`config.mk`:
```
export PLATFORM = sky130hd
export DESIGN_NAME = utf8_validate_normalise_newlines_core
export DESIGN_NICKNAME = d
export VERILOG_FILES = /design/src/rtl/uvn_pkg.sv /design/src/rtl/uvn_front.sv /design/src/rtl/uvn_queue.sv /design/src/rtl/uvn_back.sv /design/src/rtl/utf8_validate_normalise_newlines_core.sv
export SDC_FILE = /design/constraint.sdc
export NUM_CORES = 1
export LEC_CHECK = 0
export BUFFER_PORTS_ARGS = -buffer_cell sky130_fd_sc_hd__buf_2
export CAP_MARGIN = 10
export CORE_UTILIZATION = 56
export CTS_BUF_LIST = sky130_fd_sc_hd__clkbuf_4 sky130_fd_sc_hd__clkbuf_8 sky130_fd_sc_hd__clkbuf_16
export DETAILED_ROUTE_END_ITERATION = 12
export PLACE_DENSITY = 0.77
export SYNTH_ARGS = -nofsm -noshare
export SYNTH_HDL_FRONTEND = slang
export SYNTH_HIERARCHICAL = 1
export SYNTH_SLANG_ARGS = --single-unit
```
`constraint.sdc`:
```
create_clock -name clk_i -period 3.3 [get_ports clk_i]
set_clock_uncertainty 0.15 [all_clocks]
set_input_delay 0.165 -clock clk_i [delete_from_list [all_inputs] [get_ports clk_i]]
set_output_delay 0.165 -clock clk_i [all_outputs]
set_load 0.05 [all_outputs]
```
`src/rtl/uvn_pkg.sv`:
```
// Shared types and constants for the UTF-8 check and newline normalizer.
`timescale 1ns / 1ps

package uvn_pkg;

  // Length counter width default
  localparam int unsigned LenWidthDefault = 16;

  // Depth of the queue between the classifier and the execute stage
  localparam int unsigned QueueDepth = 2;

  // Configuration register map
  localparam int unsigned CfgAddrWidth = 3;
  localparam logic [CfgAddrWidth-1:0] ADDR_OUT_CAPACITY = 3'd0;
  localparam logic [15:0] CAPACITY_RESET = 16'hFFFF;

  // Byte codes
  localparam logic [7:0] BYTE_LF  = 8'h0A;
  localparam logic [7:0] BYTE_CR  = 8'h0D;
  localparam logic [7:0] BYTE_DEL = 8'h7F;
  localparam logic [7:0] BYTE_SP  = 8'h20;

  // Code point bounds
  localparam logic [20:0] CP_MIN_3BYTE  = 21'h000800;
  localparam logic [20:0] CP_SURR_LO    = 21'h00D800;
  localparam logic [20:0] CP_SURR_HI    = 21'h00DFFF;
  localparam logic [20:0] CP_MIN_4BYTE  = 21'h010000;
  localparam logic [20:0] CP_MAX        = 21'h10FFFF;
  localparam logic [20:0] CM_BASIC_LO   = 21'h000300;
  localparam logic [20:0] CM_BASIC_HI   = 21'h00036F;
  localparam logic [20:0] CM_SUPP_LO    = 21'h001DC0;
  localparam logic [20:0] CM_SUPP_HI    = 21'h001DFF;
  localparam logic [20:0] CM_SYM_LO     = 21'h0020D0;
  localparam logic [20:0] CM_SYM_HI     = 21'h0020FF;
  localparam logic [20:0] CM_HALF_LO    = 21'h00FE20;
  localparam logic [20:0] CM_HALF_HI    = 21'h00FE2F;

  // Kind of a raw byte as seen at the start of a sequence
  typedef enum logic [2:0] {
    KIND_ASCII,
    KIND_CONT,
    KIND_TWO,
    KIND_OVERLONG,
    KIND_THREE,
    KIND_FOUR,
    KIND_INVALID
  } byte_kind_e;

  // Reported status
  typedef enum logic [1:0] {
    STATUS_OK   = 2'd0,
    STATUS_ENC  = 2'd1,
    STATUS_SIZE = 2'd2
  } status_e;

  // Classified byte handed from front to back
  typedef struct packed {
    logic [7:0] data;
    logic       last;
    byte_kind_e kind;
    logic       is_cont;
    logic       is_cr;
    logic       is_lf;
    logic       ctrl_bad;
  } cls_item_t;

  // One result
  typedef struct packed {
    logic       valid;
    logic [7:0] data;
    logic       done;
    status_e    status;
    logic [15:0] length;
  } result_t;

endpackage

```
`src/rtl/uvn_front.sv`:
```
// Front stage: classifies each raw byte before it enters the queue.
`timescale 1ns / 1ps

module uvn_front
  import uvn_pkg::*;
(
  input  logic [7:0] in_byte_i,
  input  logic       last_byte_i,
  output cls_item_t  item_o
);

  byte_kind_e kind;

  // Lead byte decode
  always_comb begin
    if (!in_byte_i[7]) begin
      kind = KIND_ASCII;
    end else if (in_byte_i[7:6] == 2'b10) begin
      kind = KIND_CONT;
    end else if (in_byte_i[7:5] == 3'b110) begin
      kind = (in_byte_i[4:1] == 4'd0) ? KIND_OVERLONG : KIND_TWO;
    end else if (in_byte_i[7:4] == 4'b1110) begin
      kind = KIND_THREE;
    end else if (in_byte_i[7:3] == 5'b11110) begin
      kind = KIND_FOUR;
    end else begin
      kind = KIND_INVALID;
    end
  end

  // CR goes out as LF, so it never counts as a control fault
  assign item_o.data     = in_byte_i;
  assign item_o.last     = last_byte_i;
  assign item_o.kind     = kind;
  assign item_o.is_cont  = (in_byte_i[7:6] == 2'b10);
  assign item_o.is_cr    = (in_byte_i == BYTE_CR);
  assign item_o.is_lf    = (in_byte_i == BYTE_LF);
  assign item_o.ctrl_bad = ((in_byte_i < BYTE_SP) && (in_byte_i != BYTE_LF)
                            && (in_byte_i != BYTE_CR)) || (in_byte_i == BYTE_DEL);

endmodule

```
`src/rtl/uvn_queue.sv`:
```
// Short FIFO between the classifier and the execute stage.
`timescale 1ns / 1ps

module uvn_queue
  import uvn_pkg::*;
(
  input  logic      clk_i,
  input  logic      rst_ni,
  input  logic      push_i,
  input  cls_item_t push_item_i,
  output logic      full_o,
  input  logic      pop_i,
  output logic      valid_o,
  output cls_item_t pop_item_o
);

  localparam int unsigned PtrWidth = (QueueDepth > 1) ? $clog2(QueueDepth) : 1;
  localparam int unsigned CntWidth = $clog2(QueueDepth + 1);

  cls_item_t mem_q [QueueDepth];
  logic [PtrWidth-1:0] wr_ptr_q, wr_ptr_d, rd_ptr_q, rd_ptr_d;
  logic [CntWidth-1:0] cnt_q, cnt_d;

  assign full_o     = (cnt_q == CntWidth'(QueueDepth));
  assign valid_o    = (cnt_q != '0);
  assign pop_item_o = mem_q[rd_ptr_q];

  // Pointer and fill count update
  always_comb begin
    wr_ptr_d = wr_ptr_q;
    rd_ptr_d = rd_ptr_q;
    cnt_d    = cnt_q;
    if (push_i) begin
      wr_ptr_d = (wr_ptr_q == PtrWidth'(QueueDepth - 1)) ? '0 : wr_ptr_q + 1'b1;
    end
    if (pop_i) begin
      rd_ptr_d = (rd_ptr_q == PtrWidth'(QueueDepth - 1)) ? '0 : rd_ptr_q + 1'b1;
    end
    if (push_i && !pop_i) begin
      cnt_d = cnt_q + 1'b1;
    end else if (!push_i && pop_i) begin
      cnt_d = cnt_q - 1'b1;
    end
  end

  always_ff @(posedge clk_i or negedge rst_ni) begin
    if (!rst_ni) begin
      wr_ptr_q <= '0;
      rd_ptr_q <= '0;
      cnt_q    <= '0;
    end else begin
      wr_ptr_q <= wr_ptr_d;
      rd_ptr_q <= rd_ptr_d;
      cnt_q    <= cnt_d;
    end
  end

  // Entry storage
  always_ff @(posedge clk_i) begin
    if (push_i) begin
      mem_q[wr_ptr_q] <= push_item_i;
    end
  end

endmodule

```
`src/rtl/uvn_back.sv`:
```
// Execute stage: decoder state, newline folding, capacity and status, output register.
`timescale 1ns / 1ps

module uvn_back
  import uvn_pkg::*;
#(
  parameter int unsigned LEN_WIDTH = LenWidthDefault
) (
  input  logic        clk_i,
  input  logic        rst_ni,
  input  logic [15:0] capacity_i,
  input  logic        item_valid_i,
  input  cls_item_t   item_i,
  output logic        pop_o,
  output logic        res_valid_o,
  output result_t     res_o,
  input  logic        res_ready_i
);

  localparam int unsigned CmpWidth = 33;

  logic [1:0]           cont_left_q, cont_left_d;
  logic [1:0]           seq_len_q, seq_len_d;
  logic [20:0]          partial_q, partial_d;
  logic                 pending_cr_q, pending_cr_d;
  logic [LEN_WIDTH-1:0] count_q, count_d;
  logic                 utf8_bad_q, utf8_bad_d;
  logic                 overflow_q, overflow_d;
  logic                 content_bad_q, content_bad_d;
  logic                 res_valid_q;
  result_t              res_q, res_d;

  // Pop whenever the output register is free or drains this cycle
  assign pop_o       = item_valid_i && (!res_valid_q || res_ready_i);
  assign res_valid_o = res_valid_q;
  assign res_o       = res_q;

  always_comb begin
    logic       start;
    logic [20:0] cp;
    logic       emit;
    logic [7:0] ob;
    logic       full;

    cont_left_d   = cont_left_q;
    seq_len_d     = seq_len_q;
    partial_d     = partial_q;
    pending_cr_d  = pending_cr_q;
    count_d       = count_q;
    utf8_bad_d    = utf8_bad_q;
    overflow_d    = overflow_q;
    content_bad_d = content_bad_q;
    res_d         = '0;
    start         = 1'b0;
    cp            = '0;
    emit          = 1'b1;
    ob            = item_i.data;
    full          = 1'b0;

    // Continuation handling
    if (cont_left_q != 2'd0) begin
      if (!item_i.is_cont) begin
        utf8_bad_d  = 1'b1;
        cont_left_d = 2'd0;
        start       = 1'b1;
      end else begin
        cp          = {partial_q[14:0], item_i.data[5:0]};
        partial_d   = cp;
        cont_left_d = cont_left_q - 2'd1;
        if (cont_left_q == 2'd1) begin
          case (seq_len_q)
            2'd1: begin
              if (cp >= CM_BASIC_LO && cp <= CM_BASIC_HI) content_bad_d = 1'b1;
            end
            2'd2: begin
              if (cp < CP_MIN_3BYTE) utf8_bad_d = 1'b1;
              if (cp >= CP_SURR_LO && cp <= CP_SURR_HI) utf8_bad_d = 1'b1;
              if ((cp >= CM_SUPP_LO && cp <= CM_SUPP_HI) ||
                  (cp >= CM_SYM_LO && cp <= CM_SYM_HI) ||
                  (cp >= CM_HALF_LO && cp <= CM_HALF_HI)) content_bad_d = 1'b1;
            end
            default: begin
              if (cp < CP_MIN_4BYTE || cp > CP_MAX) utf8_bad_d = 1'b1;
            end
          endcase
        end
      end
    end else begin
      start = 1'b1;
    end

    // Lead byte handling
    if (start) begin
      case (item_i.kind)
        KIND_ASCII: ;
        KIND_TWO: begin
          seq_len_d = 2'd1; cont_left_d = 2'd1; partial_d = {16'd0, item_i.data[4:0]};
        end
        KIND_THREE: begin
          seq_len_d = 2'd2; cont_left_d = 2'd2; partial_d = {17'd0, item_i.data[3:0]};
        end
        KIND_FOUR: begin
          seq_len_d = 2'd3; cont_left_d = 2'd3; partial_d = {18'd0, item_i.data[2:0]};
        end
        default: utf8_bad_d = 1'b1;
      endcase
    end

    // CR and CRLF fold to LF
    if (item_i.is_cr) begin
      ob           = BYTE_LF;
      pending_cr_d = 1'b1;
    end else begin
      if (item_i.is_lf && pending_cr_q) emit = 1'b0;
      pending_cr_d = 1'b0;
    end

    // Capacity check and content check on emitted bytes
    if (emit) begin
      full = (CmpWidth'(count_q) >= CmpWidth'(capacity_i)) || (&count_q);
      if (full) begin
        overflow_d = 1'b1;
      end else begin
        count_d    = count_q + 1'b1;
        res_d.valid = 1'b1;
        res_d.data  = ob;
      end
      if (item_i.ctrl_bad) content_bad_d = 1'b1;
    end

    // End of message: report and clear
    if (item_i.last) begin
      if (cont_left_d != 2'd0) utf8_bad_d = 1'b1;
      res_d.done = 1'b1;
      if (utf8_bad_d) begin
        res_d.status = STATUS_ENC;
      end else if (overflow_d) begin
        res_d.status = STATUS_SIZE;
      end else if (content_bad_d) begin
        res_d.status = STATUS_ENC;
      end else begin
        res_d.status = STATUS_OK;
        res_d.length = 16'(count_d);
      end
      cont_left_d   = '0;
      seq_len_d     = '0;
      partial_d     = '0;
      pending_cr_d  = 1'b0;
      count_d       = '0;
      utf8_bad_d    = 1'b0;
      overflow_d    = 1'b0;
      content_bad_d = 1'b0;
    end
  end

  // Message state, advanced once per popped byte
  always_ff @(posedge clk_i or negedge rst_ni) begin
    if (!rst_ni) begin
      cont_left_q   <= '0;
      seq_len_q     <= '0;
      partial_q     <= '0;
      pending_cr_q  <= 1'b0;
      count_q       <= '0;
      utf8_bad_q    <= 1'b0;
      overflow_q    <= 1'b0;
      content_bad_q <= 1'b0;
    end else if (pop_o) begin
      cont_left_q   <= cont_left_d;
      seq_len_q     <= seq_len_d;
      partial_q     <= partial_d;
      pending_cr_q  <= pending_cr_d;
      count_q       <= count_d;
      utf8_bad_q    <= utf8_bad_d;
      overflow_q    <= overflow_d;
      content_bad_q <= content_bad_d;
    end
  end

  // Output register
  always_ff @(posedge clk_i or negedge rst_ni) begin
    if (!rst_ni) begin
      res_valid_q <= 1'b0;
    end else if (pop_o) begin
      res_valid_q <= 1'b1;
    end else if (res_ready_i) begin
      res_valid_q <= 1'b0;
    end
  end

  always_ff @(posedge clk_i) begin
    if (pop_o) begin
      res_q <= res_d;
    end
  end

endmodule

```
`src/rtl/utf8_validate_normalise_newlines_core.sv`:
```
// Top level: UTF-8 check with CR/CRLF to LF folding and output length limit.
`timescale 1ns / 1ps

// Takes one raw byte per transaction on the slave stream (tlast marks the last
// byte of a message) and returns exactly one result per byte on the master
// stream, at one byte per clock cycle sustained while m_axis_tready holds high:
// a classifier feeds a two-entry queue, and the execute stage updates the
// decoder state and the output register once per popped byte. tuser carries
// out_valid; a result with tlast set carries the message status, and out_length
// is nonzero only when that status is ok. Bytes emitted for a message whose
// status is not ok are to be discarded. out_capacity (APB address 0) may only
// be written while the block is idle.
module utf8_validate_normalise_newlines_core
  import uvn_pkg::*;
#(
  parameter int unsigned LEN_WIDTH = LenWidthDefault
) (
  input  logic                    clk_i,
  input  logic                    rst_ni,
  // Raw bytes
  input  logic                    s_axis_tvalid,
  output logic                    s_axis_tready,
  input  logic [7:0]              s_axis_tdata,   // [7:0] in_byte
  input  logic                    s_axis_tlast,   // last_byte
  // Results
  output logic                    m_axis_tvalid,
  input  logic                    m_axis_tready,
  output logic [31:0]             m_axis_tdata,   // [7:0] out_byte, [9:8] status,
                                                  // [25:10] out_length, rest zero
  output logic                    m_axis_tlast,   // done_res
  output logic                    m_axis_tuser,   // out_valid
  // Configuration
  input  logic                    psel,
  input  logic                    penable,
  input  logic                    pwrite,
  input  logic [CfgAddrWidth-1:0] paddr,
  input  logic [31:0]             pwdata,
  output logic [31:0]             prdata,
  output logic                    pready
);

  logic [15:0] capacity_q;
  cls_item_t   front_item;
  cls_item_t   q_item;
  logic        q_full, q_valid, q_pop;
  logic        push;
  result_t     res;

  // Configuration register
  assign pready = 1'b1;
  always_ff @(posedge clk_i or negedge rst_ni) begin
    if (!rst_ni) begin
      capacity_q <= CAPACITY_RESET;
    end else if (psel && penable && pwrite && pready && (paddr == ADDR_OUT_CAPACITY)) begin
      capacity_q <= pwdata[15:0];
    end
  end
  assign prdata = (paddr == ADDR_OUT_CAPACITY) ? {16'd0, capacity_q} : 32'd0;

  // Front: classify
  uvn_front u_front (
    .in_byte_i   (s_axis_tdata),
    .last_byte_i (s_axis_tlast),
    .item_o      (front_item)
  );

  assign s_axis_tready = !q_full;
  assign push          = s_axis_tvalid && !q_full;

  uvn_queue u_queue (
    .clk_i       (clk_i),
    .rst_ni      (rst_ni),
    .push_i      (push),
    .push_item_i (front_item),
    .full_o      (q_full),
    .pop_i       (q_pop),
    .valid_o     (q_valid),
    .pop_item_o  (q_item)
  );

  // Back: execute
  uvn_back #(
    .LEN_WIDTH (LEN_WIDTH)
  ) u_back (
    .clk_i        (clk_i),
    .rst_ni       (rst_ni),
    .capacity_i   (capacity_q),
    .item_valid_i (q_valid),
    .item_i       (q_item),
    .pop_o        (q_pop),
    .res_valid_o  (m_axis_tvalid),
    .res_o        (res),
    .res_ready_i  (m_axis_tready)
  );

  // Result packing
  assign m_axis_tdata = {6'd0, res.length, res.status, res.data};
  assign m_axis_tlast = res.done;
  assign m_axis_tuser = res.valid;

endmodule

```
==> impl_results.md, run 1 <==
* Share of cells above drive strength 1 at 27.2%
* Largest net degree at the start of global routing at 40
* Fin area at 7980 sq um
* Setup Total Neg Slack at 0 ns
* Status: finished with violations
* DRT antenna net count at 0
* Initial antenna violation count at 0
* Cell with the most instances after synthesis: edfxtp_1
* Layout fillers at 808
* Skew-Pair Late Insertion Delay at 0.42 ns
* Max incr delay on CP at 0.52 ns
* CP Capture Point: u_back/res_o[2]
* EDFF count, synth at 60
* Sequential area share after synthesis at 49.7%
* Worst-case clock buffer depth at 2
* CTS Root Cell: clkbuf_16
* Violated checks: DRC
* First-pass GRT wire length at 24500 microns
* Max IR drop VDD at 481 uV
* Synth cell count leaders: 60 x edfxtp_1, 44 x dfrtp_1, 40 x nand2_1, 35 x inv_1
* CP Data Required Time at 3.39 ns
* Max-cap violations at 0
* GRT Util Overall at 25.4%
* Reg clk slew, reported paths at 0.05 ns
* Max-slew headroom at 48.8%
* Vias in the first global route at 4865
* Core Area at 11500 sq um
* FF+latch area at 3320 sq um
* Setup violators final at 0
* Area occupied by multi-input gates at 2900 sq um
* Number of synthesized register bits at 120
* Worst setup startpoint: u_back/count_q[0]
* DP Area at 7100 sq um
* Fin. Hold Viols at 0
* Worst Path Max Fanout at 39
* GRT Residual Overflow at 0
* Post-synth top flop: edfxtp_1
* Vias at 5105
* Ant diodes at 0
* Reg-to-reg startpoint: u_back/count_q[0]
* Area Overhead vs Synth at 19.3%
* Reg2reg path depth at 9
* RSZ-0062 raised after global routing: no
* Clock Sinks at 120
* Final min period at 3.17 ns
* Worst setup SP type: register
* Top-area cell type share of the netlist area at 26.9%
* Post-synthesis cell area at 6690 sq um
* Post-DP HPWL at 9610 microns
* NumNets Final at 787
* Max Clk Rate at 0.316 GHz
* Crit Path Category: reg2reg
* Initial DRC count at 379
* CTS tree: yes
* H-tree depth at 4
* Cell count after synthesis at 604
* Num CTS Buffers at 17
* Synth warn at 6
* Post-route DRC at 15
* Worst hold slack at 0.0256 ns
* Post-synth cell types at 75
* DIE AREA at 12400 sq um
* Die W at 111 microns
* Critical R2R Capture: u_back/res_o[2]
* PortBufs at 80
* First-pass DRT Iterations at 9
* PwrDens at 950 nW/um^2
* Syn_area_per_cell at 11.1 sq um
* Starting density of the core at 58.1%
* FFs w/ async S/R, synth at 50.0%
* WL per Instance at 17.2 microns
* Routability Congestion at 0.885
* Pins over their slew limit at 0
* Die height at 111 microns
* Crit path cell chain: inv_1 > ha_1 > nand2b_1 > a2111oi_1 > or4b_2 > nand4_1 > buf_12 > or3_2 > a211oi_2
* I/O pin cnt at 120
* Synth top area cells: edfxtp_1 27%, dfrtp_1 16%, dfstp_2 6.3%
* Slowest-stage cell, CP: a2111oi_1
* Actual slew at the worst max-slew pin at 0.768 ns
* Setup crit end kind: register
* Leakage at 3.38 nW
* Largest area contributor in the netlist: edfxtp_1
* Final worst-path cycle share at 95.9%
* Via density at 5.87
* WL final at 15000 microns
* R2r setup slk at 0.13 ns
* Worst Hold Class: in2reg
* Setup bufs post-CTS at 0
* # rows at 39
* Arr. time, crit path at 3.26 ns
==> worst min path at each step <==
stage / cells past startpoint / start / slack, ns / end
6_report: 3 / s_axis_tvalid / 0.03 / u_queue/wr_ptr_q
5_1_grt: 3 / s_axis_tvalid / 0.04 / u_queue/wr_ptr_q
4_1_cts: 3 / s_axis_tvalid / 0.02 / u_queue/wr_ptr_q
3_5_place_dp: 1 / rst_ni / 0.02 / u_back/count_q[10]
2_1_floorplan: 0 / rst_ni / -0.28 / u_back/cont_left_q[0]
3_3_place_gp: 1 / rst_ni / 0.03 / u_back/count_q[10]
==> cells by family (layout without fill, tap and decap cells) <==
| group | after synthesis | after routing | synth area share, % |
|---|---|---|---|
| DFF | 120 | 120 | 49.7 |
| xor gates and xnor gates | 7 | 7 | 0.916 |
| and+or+nand+nor | 204 | 204 | 17.3 |
| buffers and inverters | 91 | 193 | 8.34 |
| muxes | 43 | 43 | 7.54 |
| other | 2 | 23 | 0.112 |
| adders and majority gates | 22 | 22 | 4.11 |
| AOI/OAI and AO/OA | 115 | 115 | 12.0 |
==> routing by layer <==
metal	global-route usage (%)	part of all wire (%)	vias up
li1	-	-	2392
met2	39.0	47	241
met5	0	0	-
met3	6.18	7.3	23
met4	11.4	1.9	0
met1	34.2	43	2449
==> area by class of cell <==
cell class | count | area share [%]
Inverter | 35 | 1.65
Timing Repair Buffer | 126 | 10.7
Tap cell | 143 | 2.24
Clock inverter | 13 | 1.83
Multi-Input combinational cell | 414 | 36.3
Clock buffer | 19 | 5.67
Sequential cell | 120 | 41.6
==> what timing repair did <==
item                       4_1_cts  5_1_grt
gates resized for setup          0        3
setup endpoints to repair        0       11
hold endpoints to repair        57        0
hold buffers                    27        0
==> layout by cell type, fill, tap and decap left out, types with 17 or more instances in the layout <==
cell type | netlist | final
conb_1 | 2 | 23
nand3_1 | 19 | 19
dfrtp_1 | 44 | 44
inv_1 | 35 | 35
dlygate4sd3_1 | 0 | 27
edfxtp_1 | 60 | 60
o21ai_0 | 34 | 34
buf_2 | 1 | 80
nand4_1 | 17 | 17
clkbuf_16 | 0 | 17
and2_1 | 23 | 23
a21oi_1 | 21 | 21
nand2_1 | 40 | 40
ha_1 | 22 | 22
nor2_1 | 30 | 30
==> metrics by stage <==
step                      std cells  setup WS (ns)  power (mW)  util, %
after global placement          811          0.235        5.51     61.7
after detailed placement        811          0.199        5.61     61.7
after floorplan                 625          0.353        4.88        -
after CTS                       870         0.0586        7.53     69.2
final                           870          0.134        7.59     69.3
after global routing            870         0.0164        7.99     69.3
==> worst max-delay path: cells and delay by family (launching register included) <==
family          cells  cell delay, ns
compound gates      2            0.77
fa+ha+maj           1            0.28
buf+inv             2            0.32
flops               1            0.42
simple gates        4            1.05
==> sequential cells by signal (all words and copies together) (netlist names), 2 cells and up <==
| name | flops |
|---|---|
| u_back/count_q | 16 |
| capacity_q | 16 |
| u_queue/cnt_q | 2 |
| u_queue/mem_q | 32 |
| u_back/partial_q | 15 |
| u_back/seq_len_q | 2 |
| u_back/res_o | 28 |
| u_back/cont_left_q | 2 |
==> power breakdown <==
part	switching, mW	internal [mW]
sequential	0.344	2.15
clock	0.694	1.16
combinational	2.13	1.11
total	3.17	4.42
No activity file was read; power rests on OpenSTA's default activity.
==> run 2: changes to the inputs <==
--- a/config.mk
+++ b/config.mk
@@ -7,10 +7,12 @@
 export LEC_CHECK = 0
 export BUFFER_PORTS_ARGS = -buffer_cell sky130_fd_sc_hd__buf_2
 export CAP_MARGIN = 10
-export CORE_UTILIZATION = 56
+export CELL_PAD_IN_SITES_DETAIL_PLACEMENT = 1
+export CELL_PAD_IN_SITES_GLOBAL_PLACEMENT = 2
+export CORE_UTILIZATION = 36
 export CTS_BUF_LIST = sky130_fd_sc_hd__clkbuf_4 sky130_fd_sc_hd__clkbuf_8 sky130_fd_sc_hd__clkbuf_16
 export DETAILED_ROUTE_END_ITERATION = 12
-export PLACE_DENSITY = 0.77
+export PLACE_DENSITY = 0.76
 export SYNTH_ARGS = -nofsm -noshare
 export SYNTH_HDL_FRONTEND = slang
 export SYNTH_HIERARCHICAL = 1
==> run 2 against run 1 <==
  * The flow still finishes with violations (DRC)
  * Fmax fell by 2.1%
  * Global-route usage fell by 7.4 points
  * Clock-buffer cell count fell by 1
  * Total power rose by 0.82%
  * Register-to-register slack got worse by 0.07 ns
  * Die area rose by 54%
  * Cell area rose by 2.2%
  * Critical endpoint is now u_back/res_o[15]
  * Largest cell class unchanged
  * Largest power group unchanged
==> impl_results.md, run 2 (synthesis gave the netlist of run 1 again) <==
* Max IR drop VDD at 626 uV (was 481 uV)
* Num CTS Buffers at 17 (unchanged)
* WL final at 16500 microns (was 15000 microns)
* Worst setup SP type: register (unchanged)
* Placed Cells at 911 (was 811)
* Core Area at 18100 sq um (was 11500 sq um)
* GRT Residual Overflow at 0 (unchanged)
* Max Clk Rate at 0.309 GHz (was 0.316 GHz)
* WL per Instance at 17.0 microns (was 17.2 microns)
* Setup Total Neg Slack at 0 ns (unchanged)
* Vias in the first global route at 5314 (was 4865)
* Leakage at 3.44 nW (was 3.38 nW)
* Pwr Total at 7.65 mW (was 7.59 mW)
* GRT Util Overall at 18.0% (was 25.4%)
* Crit Path Category: reg2reg (unchanged)
* Via density at 5.22 (was 5.87)
* Area Overhead vs Synth at 21.9% (was 19.3%)
* Largest net degree at the start of global routing at 61 (was 40)
* RSZ-0062 raised after global routing: no (unchanged)
* Reg clk slew, reported paths at 0.06 ns (was 0.05 ns)
* Max reg flops at 32 (unchanged)
* CTS tree: yes (unchanged)
* Worst Path Max Fanout at 16 (was 39)
* Initial antenna violation count at 0 (unchanged)
* Initial DRC count at 156 (was 379)
* Commonest non-fill, non-tap cell in the layout: buf_2 (unchanged)
* Post-DP HPWL at 11600 microns (was 9610 microns)
* Final min period at 3.23 ns (was 3.17 ns)
* Worst Hold Class: in2reg (unchanged)
* Clock Sinks at 120 (unchanged)
* PwrDens at 938 nW/um^2 (was 950 nW/um^2)
* Commonest cells after routing, fill and taps aside: 80 x buf_2, 60 x edfxtp_1, 44 x dfrtp_1 (unchanged)
* Setup crit end kind: register (unchanged)
* Share of cells above drive strength 1 at 28.4% (was 27.2%)
* Arr. time, crit path at 3.22 ns (was 3.26 ns)
* Routability Congestion at 0.804 (was 0.885)
* Violated checks: DRC (unchanged)
* Max-slew headroom at 45.0% (was 48.8%)
* Vias at 5064 (was 5105)
* Fin. Hold Viols at 0 (unchanged)
* Final worst-path cycle share at 98.0% (was 95.9%)
* I/O pin cnt at 120 (unchanged)
* Max-cap violations at 0 (unchanged)
* Post-route DRC at 9 (was 15)
* Pins over their slew limit at 0 (unchanged)
* Setup violators final at 0 (unchanged)
* # rows at 49 (was 39)
* DRT antenna net count at 0 (unchanged)
* Ant diodes at 0 (unchanged)
* H-tree depth at 4 (unchanged)
* Status: finished with violations (unchanged)
* First-pass GRT wire length at 27100 microns (was 24500 microns)
* Worst-case clock buffer depth at 2 (unchanged)
* Die height at 138 microns (was 111 microns)
* First-pass DRT Iterations at 8 (was 9)
* Finished Layout Cells at 971 (was 870)
* NumNets Final at 802 (was 787)
* Actual slew at the worst max-slew pin at 0.826 ns (was 0.768 ns)
* CP Data Required Time at 3.28 ns (was 3.39 ns)
* DIE AREA at 19100 sq um (was 12400 sq um)
* Top reg by flops: u_queue/mem_q (unchanged)
* Die W at 138 microns (was 111 microns)
* CTS Root Cell: clkbuf_16 (unchanged)
* Starting density of the core at 37.0% (was 58.1%)
* Skew-Pair Late Insertion Delay at 0.43 ns (was 0.42 ns)
* PortBufs at 80 (unchanged)
-- run 2: through the flow --
stage               setup slack (ns)  cell area [sq um]  util (%)  hold WS [ns]
floorplan                      0.353               6770         -        -0.281
global placement               0.126               7300      40.4         0.204
detailed placement             0.132               7300      40.4         0.210
CTS                            0.100               8150      45.1        0.0207
global route                  0.0102               8160      45.1        0.0477
finish                        0.0662               8160      45.1        0.0319
-- run 2: area by class of cell --
type | instances | area, sq um
clock buffers | 18 | 439
multi-input cells | 414 | 2890
clock inverters | 14 | 136
fillers | 1973 | 9930
well taps | 229 | 287
repair buffers | 141 | 951
flip-flops and latches | 120 | 3320
inverters | 35 | 131
-- run 2: where the power goes --
group | switching [mW] | internal (mW) | leakage (nW) | total [mW]
Clock | 0.728 | 1.07 | 0.275 | 1.80
Sequential | 0.312 | 2.15 | 1.32 | 2.46
Combinational | 2.23 | 1.16 | 1.84 | 3.39
Total | 3.27 | 4.38 | 3.44 | 7.65
-- run 2: metal layers --
layer	vias up	global-route usage (%)	share of wire [%]
li1	2415	-	-
met3	13	4.64	3.0
met1	2543	22.5	46
met4	0	5.32	0.95
met2	93	30.5	50
met5	-	0	0
-- run 2: worst paths after layout --
check,startpoint,to,slack [ns],cells after the start
setup / recovery,capacity_q[13],u_back/res_o[15],0.07,10
hold / removal,s_axis_tvalid,u_queue/wr_ptr_q,0.03,3
setup reg to reg,capacity_q[13],u_back/res_o[15],0.07,10
hold reg to reg,u_back/content_bad_q,u_back/content_bad_q,0.34,1
max in group asynchronous,rst_ni,u_back/content_bad_q,2.13,3
min in group asynchronous,rst_ni,u_back/count_q[8],0.32,3
-- run 2: what timing repair did --
action	CTS	global route
endpoints found under the setup margin	0	4
hold buffers	27	0
buffers inserted	0	1
resized for setup	0	1
hold endpoints to repair	81	0
-- run 2: worst max-delay path, stage by stage (launching register included) --
cell and delay, ns:
dfstp_2 0.54, inv_1 0.04, ha_1 0.31, nand4_1 0.11, nor2_1 0.18, or4b_2 0.63
buf_4 0.17, and4_2 0.27, o2111ai_2 0.24, buf_12 0.21, a211oi_1 0.08
==> run 3: changes to the inputs <==
--- a/config.mk
+++ b/config.mk
@@ -13,6 +13,7 @@
 export CTS_BUF_LIST = sky130_fd_sc_hd__clkbuf_4 sky130_fd_sc_hd__clkbuf_8 sky130_fd_sc_hd__clkbuf_16
 export DETAILED_ROUTE_END_ITERATION = 12
 export PLACE_DENSITY = 0.76
+export SKIP_LAST_GASP = 1
 export SYNTH_ARGS = -nofsm -noshare
 export SYNTH_HDL_FRONTEND = slang
 export SYNTH_HIERARCHICAL = 1
==> constraint.sdc (replaced) <==
create_clock -name clk_i -period 3.6 [get_ports clk_i]
set_clock_uncertainty 0.15 [all_clocks]
set_input_delay 0.18 -clock clk_i [delete_from_list [all_inputs] [get_ports clk_i]]
set_output_delay 0.18 -clock clk_i [all_outputs]
set_load 0.05 [all_outputs]
==> run 3 against run 2 <==
  * The flow still finishes with violations (DRC)
  * Fmax is 3.7% lower
  * Cell area decreased by 1.6%
  * Utilization shrank 0.73 points
  * First-iteration DRC count is 32% higher
  * Critical path depth down 1
  * Sequential power down 6%
  * Sequential cell count did not move
  * Setup slack improved by 0.18 ns
  * Wire length grew 2.0%
  * Clock-buffer cell count increased by 1
  * Critical path type unchanged
==> impl_results.md, run 3 (synthesis gave the netlist of run 1 again) <==
* Final min period at 3.36 ns (was 3.23 ns)
* Leakage at 3.35 nW (was 3.44 nW)
* Max-cap violations at 0 (unchanged)
* Part of the power in registers at 33.2% (was 32.2%)
* Status: finished with violations (unchanged)
* Starting density of the core at 37.0% (unchanged)
* WL per Instance at 17.8 microns (was 17.0 microns)
* Worst Path Max Fanout at 17 (was 16)
* Initial antenna violation count at 0 (unchanged)
* PwrDens at 871 nW/um^2 (was 938 nW/um^2)
* Post-DP HPWL at 11500 microns (was 11600 microns)
* H-tree depth at 4 (unchanged)
* Setup bufs post-CTS at 0 (unchanged)
* Fin. Hold Viols at 0 (unchanged)
* # rows at 49 (unchanged)
* Die W at 138 microns (unchanged)
* Switching part of the total at 42.3% (was 42.7%)
* Setup violators final at 0 (unchanged)
* Clk network pwr share at 25.3% (was 23.5%)
* Clock Sinks at 120 (unchanged)
* Slowest-stage cell, CP: dfrtp_1 (was or4b_2)
* Vias at 5057 (was 5064)
* Ant diodes at 0 (unchanged)
* Worst-case clock buffer depth at 2 (unchanged)
* Routability Congestion at 0.790 (was 0.804)
* Violated checks: DRC (unchanged)
* RSZ-0062 raised after global routing: no (unchanged)
* Post-Place Setup Slack at 0.121 ns (was 0.132 ns)
* Die height at 138 microns (unchanged)
* Power Internal at 4.03 mW (was 4.38 mW)
* First-pass GRT wire length at 27800 microns (was 27100 microns)
* Arr. time, crit path at 3.42 ns (was 3.22 ns)
* Reg clk slew, reported paths at 0.06 ns (about the same)
* Max reg flops at 32 (unchanged)
* DIE AREA at 19100 sq um (unchanged)
* I/O pin cnt at 120 (unchanged)
* Worst setup margin at 0.242 ns (was 0.0662 ns)
* Max IR drop VDD at 472 uV (was 626 uV)
* Actual slew at the worst max-slew pin at 0.998 ns (was 0.826 ns)
* Setup crit end kind: register (unchanged)
* GRT Residual Overflow at 0 (unchanged)
* Worst path most repeated cell: buf_4
* Core Area at 18100 sq um (unchanged)
* WP buf/inv at 2 (was 3)
* Max-slew headroom at 33.5% (was 45.0%)
* Pins over their slew limit at 0 (unchanged)
* GRT Util Overall at 18.4% (was 18.0%)
* Largest net degree at the start of global routing at 42 (was 61)
* Vias in the first global route at 5356 (was 5314)
* Final worst-path cycle share at 93.3% (was 98.0%)
* Num CTS Buffers at 17 (unchanged)
* Crit Path Category: reg2reg (unchanged)
* Max Clk Rate at 0.298 GHz (was 0.309 GHz)
* CTS tree: yes (unchanged)
* CTS Root Cell: clkbuf_16 (unchanged)
* Net Switching at 2.96 mW (was 3.27 mW)
* CP Data Required Time at 3.66 ns (was 3.28 ns)
* PortBufs at 80 (unchanged)
* Top reg by flops: u_queue/mem_q (unchanged)
* Commonest cells after routing, fill and taps aside: 80 x buf_2, 60 x edfxtp_1, 44 x dfrtp_1 (unchanged)
* Logic pwr share at 41.5% (was 44.3%)
* Delay-heaviest family, CP: simple AND/OR/NAND/NOR gates (unchanged)
* Max incr delay on CP at 0.57 ns (was 0.63 ns)
* WL final at 16900 microns (was 16500 microns)
* Initial DRC count at 206 (was 156)
* Worst setup SP type: register (unchanged)
* Worst hold slack at 0.0424 ns (was 0.0319 ns)
* First-pass DRT Iterations at 10 (was 8)
* NumNets Final at 781 (was 802)
* Commonest non-fill, non-tap cell in the layout: buf_2 (unchanged)
* Skew-Pair Late Insertion Delay at 0.41 ns (was 0.43 ns)
* Via density at 5.32 (was 5.22)
* Area Overhead vs Synth at 20.0% (was 21.9%)
* Crit path cell chain: buf_4 > mux2_2 > and2b_2 > o211a_1 > o32a_2 > o41ai_2 > or4_1 > buf_4 > a211oi_1 (was inv_1 > ha_1 > nand4_1 > nor2_1 > or4b_2 > buf_4 > and4_2 > o2111ai_2 > buf_12 > a211oi_1)
* Post-route DRC at 10 (was 9)
* DRT antenna net count at 0 (unchanged)
* Share of cells above drive strength 1 at 26.5% (was 28.4%)
* Setup Total Neg Slack at 0 ns (unchanged)
* Worst Hold Class: in2reg (unchanged)
-- run 3: cell types whose count changed in the layout (fill, tap and decap cells not counted), moves of 2 or more --
cell,previous run,this run
clkbuf_4,0,2
buf_4,32,12
bufinv_16,1,3
inv_6,7,4
-- run 3: power by group through the flow --
stage	logic (mW)	clock network, mW	registers [mW]
global placement	2.78	0	2.31
detailed placement	2.88	0	2.34
finish	2.90	1.77	2.32
floorplan	1.79	0	2.68
global route	3.17	1.86	2.39
CTS	2.92	1.82	2.32
-- run 3: worst reg2reg max path, delay by kind of cell (launching register included) --
kind            cells  cell delay [ns]
simple gates        2             0.78
compound gates      4             0.75
flops               1             0.57
buf+inv             2             0.54
mux                 1             0.38
-- run 3: final timing paths --
| path | slack [ns] | endpoint | cells past startpoint | start |
|---|---|---|---|---|
| worst max-delay path | 0.24 | u_back/res_o[14] | 9 | u_queue/rd_ptr_q |
| worst min-delay path | 0.04 | u_queue/wr_ptr_q | 3 | s_axis_tvalid |
| worst max register to register | 0.24 | u_back/res_o[14] | 9 | u_queue/rd_ptr_q |
| worst min register to register | 0.34 | u_queue/wr_ptr_q | 1 | u_queue/wr_ptr_q |
| max in group asynchronous | 2.11 | u_back/partial_q[0] | 3 | rst_ni |
| min in group asynchronous | 0.33 | u_back/count_q[10] | 2 | rst_ni |
-- run 3: area by class of cell --
cell class / count / area, sq um
fill: 1967 / 10100
sequential: 120 / 3320
multi-input combinational: 414 / 2890
timing repair buffer: 120 / 781
clock buffer: 19 / 440
tap: 229 / 287
clock inverter: 13 / 170
inverter: 35 / 131
-- run 3: per-stage QoR --
stage | power, mW | cell area [sq um] | utilization, % | instances
2_1_floorplan | 4.47 | 6770 | - | 625
3_3_place_gp | 5.09 | 7140 | 39.5 | 891
3_5_place_dp | 5.22 | 7140 | 39.5 | 891
4_1_cts | 7.06 | 8020 | 44.3 | 950
5_1_grt | 7.42 | 8030 | 44.4 | 950
6_report | 6.99 | 8030 | 44.4 | 950
-- run 3: what timing repair did --
item / CTS / global route
hold buffers: 27 / 0
setup endpoints to repair: 0 / 6
gates resized for setup: 0 / 1
hold endpoints to repair: 59 / 0
-- run 3: metal layers --
layer	GRT usage, %	wire length [microns]	vias up	share of wire (%)
met5	0	0	-	0
met1	23.4	7570	2557	45
li1	-	-	2381	-
met4	5.32	172	0	1.0
met2	31.6	8530	105	51
met3	3.91	614	14	3.6
